**config.mk**
```make
export PLATFORM = sky130hd
export DESIGN_NAME = fdn_mac
export DESIGN_NICKNAME = d
export VERILOG_FILES = /design/src/rtl/fdn_pkg.sv /design/src/rtl/fdn_mac.sv
export SDC_FILE = /design/constraint.sdc
export NUM_CORES = 2
export LEC_CHECK = 0
export ABC_AREA = 1
export CAP_MARGIN = 20
export CORE_MARGIN = 2
export CORE_UTILIZATION = 50
export DETAILED_ROUTE_END_ITERATION = 16
export DONT_BUFFER_PORTS = 1
export GPL_ROUTABILITY_DRIVEN = 0
export GPL_TIMING_DRIVEN = 0
export PLACE_DENSITY = 0.64
export SETUP_SLACK_MARGIN = 0.4
export SYNTH_ARGS = -nofsm -noshare
export SYNTH_HDL_FRONTEND = slang
export SYNTH_SLANG_ARGS = --single-unit
```
**constraint.sdc**
```tcl
create_clock -name i_clk -period 9.6 [get_ports i_clk]
set_clock_uncertainty 0.2 [all_clocks]
set_input_delay 0.48 -clock i_clk [delete_from_list [all_inputs] [get_ports i_clk]]
set_output_delay 0.48 -clock i_clk [all_outputs]
set_load 0.02 [all_outputs]
```
**src/rtl/fdn_pkg.sv**
```systemverilog
`timescale 1ns / 1ps
// ----------------------------------------------------------------------------
// FDN reverb package
// Shared constants, types and helper functions for the eight-line feedback
// delay network reverb core.
// ----------------------------------------------------------------------------
package fdn_pkg;

    // Network shape.
    localparam int LINES      = 8;
    localparam int LINE_DEPTH = 4096;
    localparam int LINE_W     = $clog2(LINES);
    localparam int ADDR_W     = $clog2(LINE_DEPTH);
    localparam int MEM_AW     = LINE_W + ADDR_W;
    localparam int MEM_DEPTH  = LINES << ADDR_W;
    localparam int MIN_DELAY  = 8;

    // Number formats.
    localparam int SAMPLE_W = 16;
    localparam int STORE_W  = 24;
    localparam int X_W      = 25;
    localparam int WORD_W   = 32;
    localparam int GAIN_W   = 18;
    localparam int PROD_W   = WORD_W + GAIN_W;
    localparam int ACC_W    = PROD_W + 2;
    localparam int FRAC_W   = 15;
    localparam int RND_W    = ACC_W - FRAC_W;

    // Configuration port.
    localparam int CFG_IDX_W  = 3;
    localparam int CFG_DATA_W = 64;
    localparam int TDATA_W    = 2 * SAMPLE_W;

    typedef logic signed [GAIN_W-1:0]   t_gain;
    typedef logic signed [WORD_W-1:0]   t_word;
    typedef logic signed [STORE_W-1:0]  t_store;
    typedef logic signed [SAMPLE_W-1:0] t_sample;
    typedef logic signed [RND_W-1:0]    t_rnd;

    localparam t_gain UNITY = t_gain'(32768);

    // Register indexes of the configuration port.
    typedef enum logic [CFG_IDX_W-1:0] {
        REG_GAINS_LO  = 3'd0,
        REG_GAINS_HI  = 3'd1,
        REG_DELAYS_LO = 3'd2,
        REG_DELAYS_HI = 3'd3,
        REG_DAMPING   = 3'd4,
        REG_IN_GAIN   = 3'd5,
        REG_WET_DRY   = 3'd6,
        REG_WIDTH     = 3'd7
    } t_reg_idx;

    // Clipped configuration seen by the sequencer.
    typedef struct packed {
        t_gain             damp;
        t_gain             one_m_damp;
        t_gain             in_gain;
        t_gain             wet;
        t_gain             dry;
        t_gain             width;
        t_gain             line_gain;
        logic [ADDR_W-1:0] line_delay;
    } t_cfg;

    // One operation for the shared multiply-accumulate unit.
    typedef struct packed {
        logic  en;
        logic  clr;
        t_word a;
        t_gain b;
    } t_mac_ctl;

    // Sequencer states.
    typedef enum logic [4:0] {
        ST_IDLE, ST_INJ, ST_INJR,
        ST_RD, ST_M1, ST_M2, ST_LP, ST_M3, ST_X,
        ST_OFS, ST_WR, ST_MONO,
        ST_W1, ST_W2, ST_W3,
        ST_O1, ST_O2, ST_O3, ST_O4, ST_O5, ST_OUT
    } t_state;

    localparam t_rnd STORE_HI  = t_rnd'((1 << (STORE_W - 1)) - 1);
    localparam t_rnd STORE_LO  = t_rnd'(-(1 << (STORE_W - 1)));
    localparam t_rnd SAMPLE_HI = t_rnd'((1 << (SAMPLE_W - 1)) - 1);
    localparam t_rnd SAMPLE_LO = t_rnd'(-(1 << (SAMPLE_W - 1)));

    // A gain field above unity counts as unity.
    function automatic t_gain gain_clip(input logic [15:0] g);
        t_gain res;
        res = (g > 16'd32768) ? UNITY : $signed({2'b00, g});
        return res;
    endfunction

    // Saturate a rounded value to the 24-bit store format.
    function automatic t_store sat_store(input t_rnd v);
        t_rnd res;
        res = (v > STORE_HI) ? STORE_HI : ((v < STORE_LO) ? STORE_LO : v);
        return res[STORE_W-1:0];
    endfunction

    // Saturate a rounded value to a 16-bit sample.
    function automatic t_sample sat_sample(input t_rnd v);
        t_rnd res;
        res = (v > SAMPLE_HI) ? SAMPLE_HI : ((v < SAMPLE_LO) ? SAMPLE_LO : v);
        return res[SAMPLE_W-1:0];
    endfunction

endpackage

```
**src/rtl/fdn_mac.sv**
```systemverilog
`timescale 1ns / 1ps
// ----------------------------------------------------------------------------
// FDN shared multiply-accumulate unit
// One signed 32 x 18 multiplier feeding an accumulator, with a Q1.15
// round-to-nearest view of the accumulator.
// ----------------------------------------------------------------------------
module fdn_mac (
    input  logic              i_clk,
    input  fdn_pkg::t_mac_ctl i_ctl,
    output fdn_pkg::t_rnd     o_rnd
);
    import fdn_pkg::*;

    logic signed [PROD_W-1:0] w_prod;
    logic signed [ACC_W-1:0]  w_prod_ext;
    logic signed [ACC_W-1:0]  w_rounded;
    logic signed [ACC_W-1:0]  r_acc;

    assign w_prod     = i_ctl.a * i_ctl.b;
    assign w_prod_ext = ACC_W'(w_prod);

    // Either start a new sum or add to the running one.
    always_ff @(posedge i_clk) begin
        if (i_ctl.en) begin
            r_acc <= i_ctl.clr ? w_prod_ext : r_acc + w_prod_ext;
        end
    end

    // Divide by 32768, rounding half toward plus infinity.
    assign w_rounded = r_acc + ACC_W'(1 << (FRAC_W - 1));
    assign o_rnd     = w_rounded[ACC_W-1:FRAC_W];

endmodule

```
==> impl_metrics.tcl <==
set metrics [dict create \
    grt_pass1_wl_um 147000 \
    ys_warn_count 0 \
    coreArea_um2 56300 \
    relSlewSlack 0.247 \
    slowest_stage "clkbuf_1" \
    ys_seq_area_frac 0.0549 \
    wl_per_cell_um 19.5 \
    r2r_slack_ps 6370 \
    antenna_found_initial 1 \
    first_global_vias 25426 \
    cts_tree "done" \
    crit_top_cell "fa_1" \
    cts_buffer_depth 2 \
    postSynthAreaPerCell_um2 7.07 \
    hold_violations 0 \
    synth_top_cell_by_area "fa_1" \
    hold-worst-slack_ps 76.2 \
    final_area_um2 29600 \
    initial_core_util 0.505 \
    rsz0062_at_grt "false" \
    syn_inst 4020 \
    die_w_um 242 \
    reg_top3 "r_acc: 52 flops" \
    hold-path-endpoint "r_acc[3]" \
    setup_tns_ps 0 \
    port_buffers 0 \
    r2r-end "r_acc[48]" \
    nFillCells 5765 \
    synth_common_cells "nand2_1 (1,139), inv_1 (1,096), fa_1 (554)" \
    status "finished, final reports clean" \
    async_flop_share 0 \
    multiInputGateArea_um2 22300 \
    max_flop_register "r_acc" \
    via_per_inst 5.31 \
    crit_type "input port to register" \
    syn_area_um2 28400 \
    netlist_top_cells_area "fa_1 (39%), nand2_1 (15%), inv_1 (14%)" \
    rows 87 \
    die_h_um 242 \
    crit_path_max_fanout 10 \
    vias 25407 \
    critPathRequiredTime_ps 9470 \
    fin_util 0.525 \
    cts_root_buffer "clkbuf_16" \
    hold_path.class "input port to register" \
    areaGrowthSynthToFinish_pct 3.95 \
    grt_max_degree 53 \
    cts_sinks 52 \
    drt-initial-drc-count 2624 \
    h-tree-depth 2 \
    antennaDiodeCount 0 \
    drc_errors 0 \
    cpPeakStageDelay_ps 800 \
    rr_startpoint "r_acc[0]" \
    crit_path_end_kind "register" \
    synth_edf_count 52 \
    dp_hpwl_um 80200 \
    synth_nets 4804 \
    fmax_mhz 112 \
    nNetsFinal 4811 \
    numCtsBuffers 5 \
    yosysUniqueCellTypes 46 \
    clk_pin_slew_ps 80 \
    drv_slew 0 \
    ys_seq_elements 52 \
    finalCritPeriodShare 0.931 \
    grt-ovfl-total 0 \
    io_pins 90 \
    largest_reg_flops 52 \
    crit_arrival_ps 8810 \
    worstMarginPinSlew_ps 1130 \
    ff2ff_path_depth 14 \
    synth_flop_cell "edfxtp_1" \
    drive_above_1_share 0.0194 \
    grt_use_total 0.329 \
    final-setup-viol-count 0 \
    antenna_left 0 \
    regArea_um2 1560 \
    synth_top_area_frac 0.390 \
    routed_wl_um 93500 \
    die-area_um2 58800 \
    min_from "i_ctl[51]" \
    insertion_delay_ps 320 \
    post_cts_buffers 0 \
    min_path_cells 0 \
    dr.pass1.iters 6 \
    min_period_ps 8930 \
    startpoint_type "input port" \
    synth.most_common_cell "nand2_1" \
    dpl_cell_area_um2 29400 \
    maxCapViolCount 0 \
]
[cell usage in the layout, fill, tap and decap left out, types with 3 or more instances in the layout]
master        n
xor2_1       51
nand3_2       3
o21ai_1       3
inv_1      1096
fa_1        554
xnor2_1      24
o21ai_0      99
nor4_1        3
nor2_2        5
clkbuf_2     27
nand2_1    1139
and2_1       20
nand3b_1      9
or2_2        13
clkbuf_16     5
a21o_1        5
ha_1        176
nor2_4        4
nor3_1       29
nand3_1     136
clkbuf_1     94
edfxtp_1     52
nor2_1      239
buf_1         7
nand4_1      44
a21boi_0      3
a21oi_1     139
o21bai_1     17
nand2_2       6
[per-stage QoR]
step	worst slack, ps	std cells
4_1_cts	692	4784
3_3_place_gp	422	4776
2_1_floorplan	2140	4020
5_1_grt	401	4784
3_5_place_dp	418	4776
6_report	666	4784
[how the worst max path moves through the flow]
stage | start | endpoint | slack (ps) | cells after the start
after floorplan | i_ctl[49] | r_acc[50] | 2140 | 35
after global placement | i_ctl[26] | r_acc[50] | 420 | 33
after detailed placement | i_ctl[26] | r_acc[50] | 420 | 32
after CTS | i_ctl[26] | r_acc[50] | 690 | 32
after global routing | i_ctl[42] | r_acc[50] | 400 | 35
final | i_ctl[17] | r_acc[50] | 670 | 31
[logic make-up (layout without fill, tap and decap cells)]
kind of cell,count (synthesis),after routing,synth area share
adder cells (fa/ha/maj),731,731,0.468
XOR/XNOR,75,75,0.0231
flip-flops,52,52,0.0549
buffers and inverters,1226,1234,0.162
AO/OA/AOI/OAI,273,273,0.0510
AND/OR/NAND/NOR,1663,1663,0.241
[repair_timing]
action / CTS / global route
hold buffers: 0 / 0
endpoints found under the setup margin: 0 / 13
gates resized for setup: 0 / 53
[final cells by class]
| type | count | share of cell area |
|---|---|---|
| multi-input combinational | 2742 | 0.754 |
| inverter | 1098 | 0.139 |
| sequential | 52 | 0.0528 |
| tap | 756 | 0.0320 |
| buffer | 128 | 0.0174 |
| clock buffer | 6 | 0.00436 |
| clock inverter | 2 | 0.000381 |
[worst max-delay path, delay by kind of cell]
family          cells  cell delay, ps
buf+inv             6            1450
simple gates       14            2220
compound gates      3             850
fa+ha+maj           8            3780
[routing by layer]
| metal | wire [um] | share of wire | GRT usage |
|---|---|---|---|
| met4 | 3680 | 0.039 | 0.110 |
| met1 | 38700 | 0.41 | 0.458 |
| met3 | 10500 | 0.11 | 0.0761 |
| met2 | 40700 | 0.44 | 0.505 |
| met5 | 0 | 0 | 0 |
Power is not shown: default switching activity piles up to over one toggle a cycle in this logic, so the estimate is an artifact.
