### config.mk
export PLATFORM = sky130hd
export DESIGN_NAME = fdn_cfg
export DESIGN_NICKNAME = d
export VERILOG_FILES = /design/src/rtl/fdn_pkg.sv /design/src/rtl/fdn_cfg.sv
export SDC_FILE = /design/constraint.sdc
export NUM_CORES = 1
export LEC_CHECK = 0
export ABC_AREA = 1
export ABC_CLOCK_PERIOD_IN_PS = 5700
export BUFFER_PORTS_ARGS = -buffer_cell sky130_fd_sc_hd__buf_2
export CORE_MARGIN = 2
export CORE_UTILIZATION = 55
export CTS_BUF_LIST = sky130_fd_sc_hd__clkbuf_16
export DETAILED_ROUTE_END_ITERATION = 10
export GPL_TIMING_DRIVEN = 0
export PLACE_DENSITY = 0.77
export SLEW_MARGIN = 20
export SYNTH_ARGS = -nofsm -noshare
export SYNTH_HDL_FRONTEND = slang
export SYNTH_SLANG_ARGS = --single-unit
### constraint.sdc
create_clock -name i_clk -period 5.7 [get_ports i_clk]
set_clock_uncertainty 0.1 [all_clocks]
set_input_delay 1.14 -clock i_clk [delete_from_list [all_inputs] [get_ports i_clk]]
set_output_delay 1.14 -clock i_clk [all_outputs]
set_load 0.05 [all_outputs]
### src/rtl/fdn_pkg.sv
`timescale 1ns / 1ps
// ----------------------------------------------------------------------------
// FDN reverb package
// Shared constants, types and helper functions for the eight-line feedback
// delay network reverb core.
// ----------------------------------------------------------------------------
package fdn_pkg;

    // Network shape.
    localparam int LINES      = 8;
    localparam int LINE_DEPTH = 4096;
    localparam int LINE_W     = $clog2(LINES);
    localparam int ADDR_W     = $clog2(LINE_DEPTH);
    localparam int MEM_AW     = LINE_W + ADDR_W;
    localparam int MEM_DEPTH  = LINES << ADDR_W;
    localparam int MIN_DELAY  = 8;

    // Number formats.
    localparam int SAMPLE_W = 16;
    localparam int STORE_W  = 24;
    localparam int X_W      = 25;
    localparam int WORD_W   = 32;
    localparam int GAIN_W   = 18;
    localparam int PROD_W   = WORD_W + GAIN_W;
    localparam int ACC_W    = PROD_W + 2;
    localparam int FRAC_W   = 15;
    localparam int RND_W    = ACC_W - FRAC_W;

    // Configuration port.
    localparam int CFG_IDX_W  = 3;
    localparam int CFG_DATA_W = 64;
    localparam int TDATA_W    = 2 * SAMPLE_W;

    typedef logic signed [GAIN_W-1:0]   t_gain;
    typedef logic signed [WORD_W-1:0]   t_word;
    typedef logic signed [STORE_W-1:0]  t_store;
    typedef logic signed [SAMPLE_W-1:0] t_sample;
    typedef logic signed [RND_W-1:0]    t_rnd;

    localparam t_gain UNITY = t_gain'(32768);

    // Register indexes of the configuration port.
    typedef enum logic [CFG_IDX_W-1:0] {
        REG_GAINS_LO  = 3'd0,
        REG_GAINS_HI  = 3'd1,
        REG_DELAYS_LO = 3'd2,
        REG_DELAYS_HI = 3'd3,
        REG_DAMPING   = 3'd4,
        REG_IN_GAIN   = 3'd5,
        REG_WET_DRY   = 3'd6,
        REG_WIDTH     = 3'd7
    } t_reg_idx;

    // Clipped configuration seen by the sequencer.
    typedef struct packed {
        t_gain             damp;
        t_gain             one_m_damp;
        t_gain             in_gain;
        t_gain             wet;
        t_gain             dry;
        t_gain             width;
        t_gain             line_gain;
        logic [ADDR_W-1:0] line_delay;
    } t_cfg;

    // One operation for the shared multiply-accumulate unit.
    typedef struct packed {
        logic  en;
        logic  clr;
        t_word a;
        t_gain b;
    } t_mac_ctl;

    // Sequencer states.
    typedef enum logic [4:0] {
        ST_IDLE, ST_INJ, ST_INJR,
        ST_RD, ST_M1, ST_M2, ST_LP, ST_M3, ST_X,
        ST_OFS, ST_WR, ST_MONO,
        ST_W1, ST_W2, ST_W3,
        ST_O1, ST_O2, ST_O3, ST_O4, ST_O5, ST_OUT
    } t_state;

    localparam t_rnd STORE_HI  = t_rnd'((1 << (STORE_W - 1)) - 1);
    localparam t_rnd STORE_LO  = t_rnd'(-(1 << (STORE_W - 1)));
    localparam t_rnd SAMPLE_HI = t_rnd'((1 << (SAMPLE_W - 1)) - 1);
    localparam t_rnd SAMPLE_LO = t_rnd'(-(1 << (SAMPLE_W - 1)));

    // A gain field above unity counts as unity.
    function automatic t_gain gain_clip(input logic [15:0] g);
        t_gain res;
        res = (g > 16'd32768) ? UNITY : $signed({2'b00, g});
        return res;
    endfunction

    // Saturate a rounded value to the 24-bit store format.
    function automatic t_store sat_store(input t_rnd v);
        t_rnd res;
        res = (v > STORE_HI) ? STORE_HI : ((v < STORE_LO) ? STORE_LO : v);
        return res[STORE_W-1:0];
    endfunction

    // Saturate a rounded value to a 16-bit sample.
    function automatic t_sample sat_sample(input t_rnd v);
        t_rnd res;
        res = (v > SAMPLE_HI) ? SAMPLE_HI : ((v < SAMPLE_LO) ? SAMPLE_LO : v);
        return res[SAMPLE_W-1:0];
    endfunction

endpackage

### src/rtl/fdn_cfg.sv
`timescale 1ns / 1ps
// ----------------------------------------------------------------------------
// FDN configuration registers
// Holds the eight configuration registers, clips the gains to unity and
// picks out the gain and clamped delay of the line being worked on.
// ----------------------------------------------------------------------------
module fdn_cfg (
    input  logic                             i_clk,
    input  logic                             i_rst_n,
    input  logic                             i_cfg_we,
    input  logic [fdn_pkg::CFG_IDX_W-1:0]    i_cfg_idx,
    input  logic [fdn_pkg::CFG_DATA_W-1:0]   i_cfg_data,
    input  logic [fdn_pkg::LINE_W-1:0]       i_line,
    output fdn_pkg::t_cfg                    o_cfg
);
    import fdn_pkg::*;

    localparam logic [16:0] MAX_DELAY = 17'(LINE_DEPTH - 1);
    localparam logic [16:0] LOW_DELAY = 17'(MIN_DELAY);

    logic [63:0] r_gains_lo;
    logic [63:0] r_gains_hi;
    logic [63:0] r_delays_lo;
    logic [63:0] r_delays_hi;
    logic [15:0] r_damp;
    logic [15:0] r_in_gain;
    logic [31:0] r_wet_dry;
    logic [15:0] r_width;

    logic [63:0] w_gain_word;
    logic [63:0] w_delay_word;
    logic [15:0] w_gain16;
    logic [16:0] w_delay17;
    logic [16:0] w_delay_clamped;
    t_gain       w_damp;

    // Register writes; every index of the port maps to a register.
    always_ff @(posedge i_clk) begin
        if (!i_rst_n) begin
            r_gains_lo  <= '0;
            r_gains_hi  <= '0;
            r_delays_lo <= '0;
            r_delays_hi <= '0;
            r_damp      <= 16'd24412;
            r_in_gain   <= 16'd8192;
            r_wet_dry   <= 32'd22938;
            r_width     <= 16'd32768;
        end else if (i_cfg_we) begin
            case (t_reg_idx'(i_cfg_idx))
                REG_GAINS_LO:  r_gains_lo  <= i_cfg_data;
                REG_GAINS_HI:  r_gains_hi  <= i_cfg_data;
                REG_DELAYS_LO: r_delays_lo <= i_cfg_data;
                REG_DELAYS_HI: r_delays_hi <= i_cfg_data;
                REG_DAMPING:   r_damp      <= i_cfg_data[15:0];
                REG_IN_GAIN:   r_in_gain   <= i_cfg_data[15:0];
                REG_WET_DRY:   r_wet_dry   <= i_cfg_data[31:0];
                REG_WIDTH:     r_width     <= i_cfg_data[15:0];
                default: ;
            endcase
        end
    end

    // Per-line fields: lines 0 to 3 sit in the low word, 4 to 7 in the high.
    assign w_gain_word  = i_line[LINE_W-1] ? r_gains_hi : r_gains_lo;
    assign w_delay_word = i_line[LINE_W-1] ? r_delays_hi : r_delays_lo;
    assign w_gain16     = 16'(w_gain_word >> {i_line[1:0], 4'b0000});
    assign w_delay17    = {1'b0, 16'(w_delay_word >> {i_line[1:0], 4'b0000})};

    // Clamp the delay to the usable span of a line.
    assign w_delay_clamped = (w_delay17 < LOW_DELAY) ? LOW_DELAY :
                             ((w_delay17 > MAX_DELAY) ? MAX_DELAY : w_delay17);

    assign w_damp = gain_clip(r_damp);

    assign o_cfg.damp       = w_damp;
    assign o_cfg.one_m_damp = UNITY - w_damp;
    assign o_cfg.in_gain    = gain_clip(r_in_gain);
    assign o_cfg.wet        = gain_clip(r_wet_dry[31:16]);
    assign o_cfg.dry        = gain_clip(r_wet_dry[15:0]);
    assign o_cfg.width      = gain_clip(r_width);
    assign o_cfg.line_gain  = gain_clip(w_gain16);
    assign o_cfg.line_delay = w_delay_clamped[ADDR_W-1:0];

endmodule

==> results.txt, run 1 <==
Die X-Extent: 169 um
dominant cells by area after synthesis: dfxtp_1, nor2_1, o21ai_0
PortBufs: 195
hold_ws: 0.353 ns
clk buf depth: 3
Initial Util: 55.9%
first-pass GRT wire length: 81000 um
Overflow after GRT: 0
DR WL/cell: 18.9 um
final wirelength: 53300 um
Switching Power: 1650 uW
outcome: finished, final reports clean
Buf/Inv on CP: 5
clock network fraction of design power: 40.7%
Die H: 169 um
post-synth top area cell: dfxtp_1
full die area: 28700 sq um
fraction of layout cells with a size suffix above 1: 12.4%
Crit path max-delay family: buffers and inverters
largest family of logic cells by synthesized area: simple AND/OR/NAND/NOR gates
Synth Cell Area: 15000 sq um
placed instance count: 2763
type of the worst setup path: in -> out
max cap viols: 0
Critical Path AT: 3.40 ns
Reg power frac: 43.8%
final hold viol count: 0
via count: 15939
DRC Markers: 0
post-layout minimum cycle time: 4.64 ns
Finished Cell Area: 17600 sq um
Post-CTS Hold Fix Bufs: 0
Worst Setup Start Kind: input pin
mux contribution to synthesized area: 0%
Nets: 2534
CTS tree: yes
depth of the CTS H-tree: 2
internal power: 4000 uW
Synth Area in Adders: 0.0832%
crit path capture type: output port
initial antenna violation count: 0
sw frac: 29.2%
Fin Setup TNS: 0 ns
most used flip-flop cell after synthesis: dfxtp_1
root buffer cell: clkbuf_16
routability cong.: 0.990
Setup WS post-layout: 1.06 ns
post-synthesis simple-gate area fraction: 23.7%
post-synthesis async set-or-reset flop share: 0%
DPL Wire Length: 38500 um
CTS Buf Count: 36
CTS clk-pin slew, worst paths: 0.06 ns
Worst Hold Class: reg -> reg
final non-filler cell total: 2821
crit-path max FO: 10
top-level port count: 211
Post-Syn Area per Cell: 6.78 sq um
Post-CTS Setup Inserts: 0
First DRT Iteration DRCs: 1829
vias in the first global route: 14860
#FFs+latches synth: 336
yosys warns: 0
pre-CTS setup slack: 1.21 ns
Post-Synthesis Cells: 2216
Syn-to-layout area delta: 17.1%
most used cell, CP: nand2_1
max_slew headroom: 36.0%
via/cell ratio: 5.65
Tot GR Track Use: 36.3%
Combinational Power Share: 15.5%
sequential element share of the synthesized area: 44.7%
transition time of the tightest slew-check pin: 0.956 ns
FP Rows: 60
fmax: 215 MHz
# diodes: 0
Tcrit/Tclk final: 81.5%
Setup-failing EPs final: 0
Gates resized, CTS repair: 0
CP max stage delay: 0.52 ns
Crit-path slowest cell: clkbuf_1
complex-gate fraction of the synthesized area: 20.3%
total placed instance area: 16500 sq um
DR pass1 iterations: 6
Slew Viols, Final: 0
leakage: 0.00796 uW
RSZ-0062 raised after global routing: no
WP data required: 4.46 ns
Cell Chain, Critical Path: buf_6 > inv_4 > buf_2 > clkbuf_1 > o21ai_0 > o211ai_1 > nand2_1 > nand2_1 > nor2_1 > nand2_1 > nor2_2 > nor2_1 > buf_2
Post-DRT Antenna Nets: 0
Synth top area share: 44.7%
Worst IR Drop VDD: 0.245 mV
Sink Count: 336
largest net degree at the start of global routing: 16
PD cells: 321 nW/um^2
XOR/XNOR Fraction of Synth Area: 0.583%
core area: 26900 sq um
worst-skew pair later-pin latency: 0.51 ns
Post-synth EDFFs: 0
Synth cell types: 30
synthesized netlist by cell type (2+ instances only):
master / instances
nand4_1: 6
inv_2: 3
dfxtp_1: 336
nor4_1: 12
o21ai_1: 4
buf_6: 7
a21oi_1: 164
buf_2: 31
o211ai_1: 26
a31oi_1: 4
nand2_1: 221
nand3_1: 99
nor2_1: 557
inv_1: 203
clkbuf_1: 115
xor2_1: 7
o22ai_1: 9
xnor2_1: 3
nor2_2: 2
o41ai_1: 4
buf_4: 20
o21ai_0: 375
final timing paths:
check	start	endpoint	slack, ns	cells after the start
setup / recovery	i_line[2]	o_cfg[2]	1.06	13
hold / removal	r_gains_hi[7]	r_gains_hi[7]	0.35	2
setup reg to reg	r_damp[15]	r_damp[15]	4.81	3
hold reg to reg	r_gains_hi[7]	r_gains_hi[7]	0.35	2
flip-flops by register name, indices dropped and copies added (netlist names):
name         count
r_delays_hi     64
r_delays_lo     64
r_gains_hi      64
r_gains_lo      64
r_wet_dry       32
r_damp          16
r_in_gain       16
r_width         16
metrics by stage:
stage | power, uW | utilization, %
3_3_place_gp | 3360 | 61.3
5_1_grt | 5800 | 65.5
2_1_floorplan | 3090 | -
4_1_cts | 5620 | 65.5
3_5_place_dp | 3370 | 61.3
6_report | 5640 | 65.5
cell usage in the layout (no fill, tap or decap), types with 9 or more instances in the layout:
master,netlist,final
nor2_1,557,557
o21ai_0,375,375
dfxtp_1,336,336
buf_2,31,226
nand2_1,221,221
inv_1,203,205
a21oi_1,164,164
clkbuf_1,115,115
nand3_1,99,99
clkbuf_16,0,37
o211ai_1,26,26
buf_4,20,20
nor4_1,12,12
conb_1,1,12
o22ai_1,9,9
power groups by stage:
stage	Sequential [uW]	Combinational, uW	Clock, uW
floorplan	2510	580	0
global placement	2520	839	0
detailed placement	2520	849	0
CTS	2470	853	2300
global route	2480	932	2400
finish	2470	873	2300
logic make-up (layout without fill, tap and decap cells):
logic type	after synthesis	in the layout
flip-flops	336	336
adder cells (fa/ha/maj)	1	1
buffers and inverters	380	633
XOR/XNOR	10	10
other	1	12
AO/OA/AOI/OAI	588	588
AND/OR/NAND/NOR	900	900
final cells by class:
| cell class | instances | area, sq um |
|---|---|---|
| plain buffers | 173 | 816 |
| repair buffers | 195 | 976 |
| fillers | 2498 | 9280 |
| inverters | 207 | 779 |
| well taps | 341 | 427 |
| clock buffers | 37 | 926 |
| flip-flops and latches | 336 | 6730 |
| clock inverters | 21 | 199 |
| multi-input cells | 1511 | 6750 |
worst min-delay path: stages (launching register included):
cell and delay (ns):
dfxtp_1 0.30, inv_1 0.06, a21oi_1 0.05
per-layer routing:
layer  track usage, %  wire length, um  vias up
li1                 -                -     7593
met1             48.2            21400     7272
met2             57.1            23600      898
met3             7.16             5770      176
met4             17.0             2610        0
met5                0                0        -
Power figures use the tool's default switching activity.
==> inputs of run 2 (changes only) <==
--- a/config.mk
+++ b/config.mk
@@ -6,14 +6,14 @@
 export NUM_CORES = 1
 export LEC_CHECK = 0
 export ABC_AREA = 1
-export ABC_CLOCK_PERIOD_IN_PS = 5700
+export ABC_CLOCK_PERIOD_IN_PS = 4200
 export BUFFER_PORTS_ARGS = -buffer_cell sky130_fd_sc_hd__buf_2
 export CORE_MARGIN = 2
-export CORE_UTILIZATION = 55
+export CORE_UTILIZATION = 52
 export CTS_BUF_LIST = sky130_fd_sc_hd__clkbuf_16
 export DETAILED_ROUTE_END_ITERATION = 10
 export GPL_TIMING_DRIVEN = 0
-export PLACE_DENSITY = 0.77
+export PLACE_DENSITY = 0.76
 export SLEW_MARGIN = 20
 export SYNTH_ARGS = -nofsm -noshare
 export SYNTH_HDL_FRONTEND = slang
==> constraint.sdc (replaced) <==
create_clock -name i_clk -period 4.2 [get_ports i_clk]
set_clock_uncertainty 0.1 [all_clocks]
set_input_delay 0.84 -clock i_clk [delete_from_list [all_inputs] [get_ports i_clk]]
set_output_delay 0.84 -clock i_clk [all_outputs]
set_load 0.05 [all_outputs]
==> results.txt, run 2 (synthesized netlist as in run 1, its figures left out) <==
outcome: finished, final reports clean
worst-skew pair later-pin latency: 0.52 ns (about the same)
Reg power frac: 43.3% (-0.5 points)
Slew Viols, Final: 0 (unchanged)
Final Power: 7750 uW (+37%)
Die H: 174 um (+2.8%)
max cap viols: 0 (unchanged)
WP data required: 3.26 ns (-1.20 ns)
most used cell, CP: nand2_1
crit path capture type: output port
CTS tree: yes
Buf/Inv on CP: 5 (unchanged)
Combinational Power Share: 15.3% (-0.2 points)
post-layout minimum cycle time: 3.98 ns
max_slew headroom: 34.4% (-1.6 points)
final wirelength: 54100 um (+1.4%)
Worst Hold Class: reg -> reg
Nets: 2533 (-0.039%)
FP Rows: 62 (+3.3%)
via/cell ratio: 5.54 (-2.0%)
Sink Count: 336 (unchanged)
Fin Setup TNS: 0 ns (unchanged)
type of the worst setup path: in -> out
Cell Chain, Critical Path: buf_6 > inv_4 > buf_2 > clkbuf_1 > o21ai_0 > o211ai_1 > nand2_1 > nand2_1 > nor2_1 > nand2_1 > nor2_2 > nor2_1 > buf_2
Critical Path AT: 3.04 ns (-0.36 ns)
via count: 15892 (-0.29%)
first-pass GRT wire length: 81100 um (+0.19%)
crit-path max FO: 10 (unchanged)
First DRT Iteration DRCs: 1811 (-0.98%)
clk buf depth: 3 (unchanged)
transition time of the tightest slew-check pin: 0.980 ns (+0.0239 ns)
Crit path max-delay family: buffers and inverters
largest net degree at the start of global routing: 15 (-1)
full die area: 30300 sq um (+5.6%)
Worst IR Drop VDD: 0.269 mV (+9.8%)
final non-filler cell total: 2869 (+1.7%)
fraction of layout cells with a size suffix above 1: 12.8% (+0.34 points)
Filler cells: 2714 (+8.6%)
Tcrit/Tclk final: 94.8%
DPL Wire Length: 39200 um (+1.9%)
leakage: 0.00801 uW (+0.57%)
sw frac: 29.5% (+0.28 points)
Die X-Extent: 174 um (+2.8%)
placed instance count: 2806 (+1.6%)
Syn-to-layout area delta: 17.9%
Initial Util: 52.7% (-3.3 points)
pre-CTS setup slack: 0.314 ns (-0.900 ns)
Switching Power: 2280 uW (+39%)
core area: 28500 sq um (+6.2%)
PD cells: 437 nW/um^2 (+36%)
internal power: 5470 uW (+37%)
DR pass1 iterations: 5 (-1)
Post-DRT Antenna Nets: 0 (unchanged)
Setup-failing EPs final: 0 (unchanged)
commonest non-fill, non-tap cell in the layout: nor2_1
DR WL/cell: 18.8 um (-0.30%)
# diodes: 0 (unchanged)
Tot GR Track Use: 34.2% (-2.0 points)
fmax: 251 MHz
PortBufs: 195 (unchanged)
DRC Markers: 0 (unchanged)
Finished Cell Area: 17700 sq um (+0.65%)
Overflow after GRT: 0 (unchanged)
top-level port count: 211 (unchanged)
Post-CTS Hold Fix Bufs: 0 (unchanged)
vias in the first global route: 14574 (-1.9%)
final hold viol count: 0 (unchanged)
root buffer cell: clkbuf_16
CP max stage delay: 0.51 ns (about the same)
Crit-path slowest cell: clkbuf_1
CTS clk-pin slew, worst paths: 0.06 ns (about the same)
depth of the CTS H-tree: 2 (unchanged)
CTS Buf Count: 35 (-2.8%)
total placed instance area: 16500 sq um (+0.35%)
most frequent cells in the layout: nor2_1, o21ai_0, dfxtp_1
Worst Setup Start Kind: input pin
initial antenna violation count: 0 (unchanged)
routability cong.: 0.966 (-2.4%)
Setup WS post-layout: 0.220 ns (-0.836 ns)
clock network fraction of design power: 41.4% (+0.7 points)
-- run 2: power by group through the flow --
stage / sequential, uW / combinational, uW / clock, uW
6_report: 3350 / 1190 / 3210
5_1_grt: 3360 / 1270 / 3330
4_1_cts: 3350 / 1160 / 3200
3_5_place_dp: 3420 / 1160 / 0
3_3_place_gp: 3420 / 1140 / 0
2_1_floorplan: 3400 / 787 / 0
-- run 2: through the flow --
stage               hold WS (ns)  util, %
global route               0.366     62.1
CTS                        0.353     62.0
global placement           0.338     57.9
floorplan                  0.324        -
detailed placement         0.344     57.9
finish                     0.353     62.1
-- run 2: tightest hold or removal path, delay by kind of cell (launching register included) --
kind	cells	cell delay [ns]
buffers and inverters	1	0.06
AO/OA/AOI/OAI	1	0.05
flip-flops	1	0.30
-- run 2: layer usage --
metal  track usage [%]  vias up  wire, um
met5                 0        -         0
met4              15.0        0      2330
met3              6.47      167      5310
met2              55.6      811     24600
met1              44.6     7320     21800
li1                  -     7594         -
-- run 2: layout make-up --
type                       instances  area, sq um  share of cell area, %
tap                              384          480                   2.71
clock buffer                      36          901                   5.09
multi-input combinational       1511         6770                   38.2
buffer                           173          816                   4.60
sequential                       336         6730                   38.0
clock inverter                    27          270                   1.53
timing repair buffer             195          976                   5.51
inverter                         207          779                   4.40
-- run 2: final timing paths --
check | from | to | slack (ns) | cells past startpoint
hold / removal | r_delays_lo[3] | r_delays_lo[3] | 0.35 | 2
setup reg to reg | r_damp[15] | r_damp[15] | 3.28 | 3
hold reg to reg | r_delays_lo[3] | r_delays_lo[3] | 0.35 | 2
setup / recovery | i_line[2] | o_cfg[1] | 0.22 | 13
-- run 2: timing repair --
item                                    in CTS  in global routing
gates resized for setup                      0                  3
setup buffers                                0                  0
endpoints found under the setup margin       0                  5
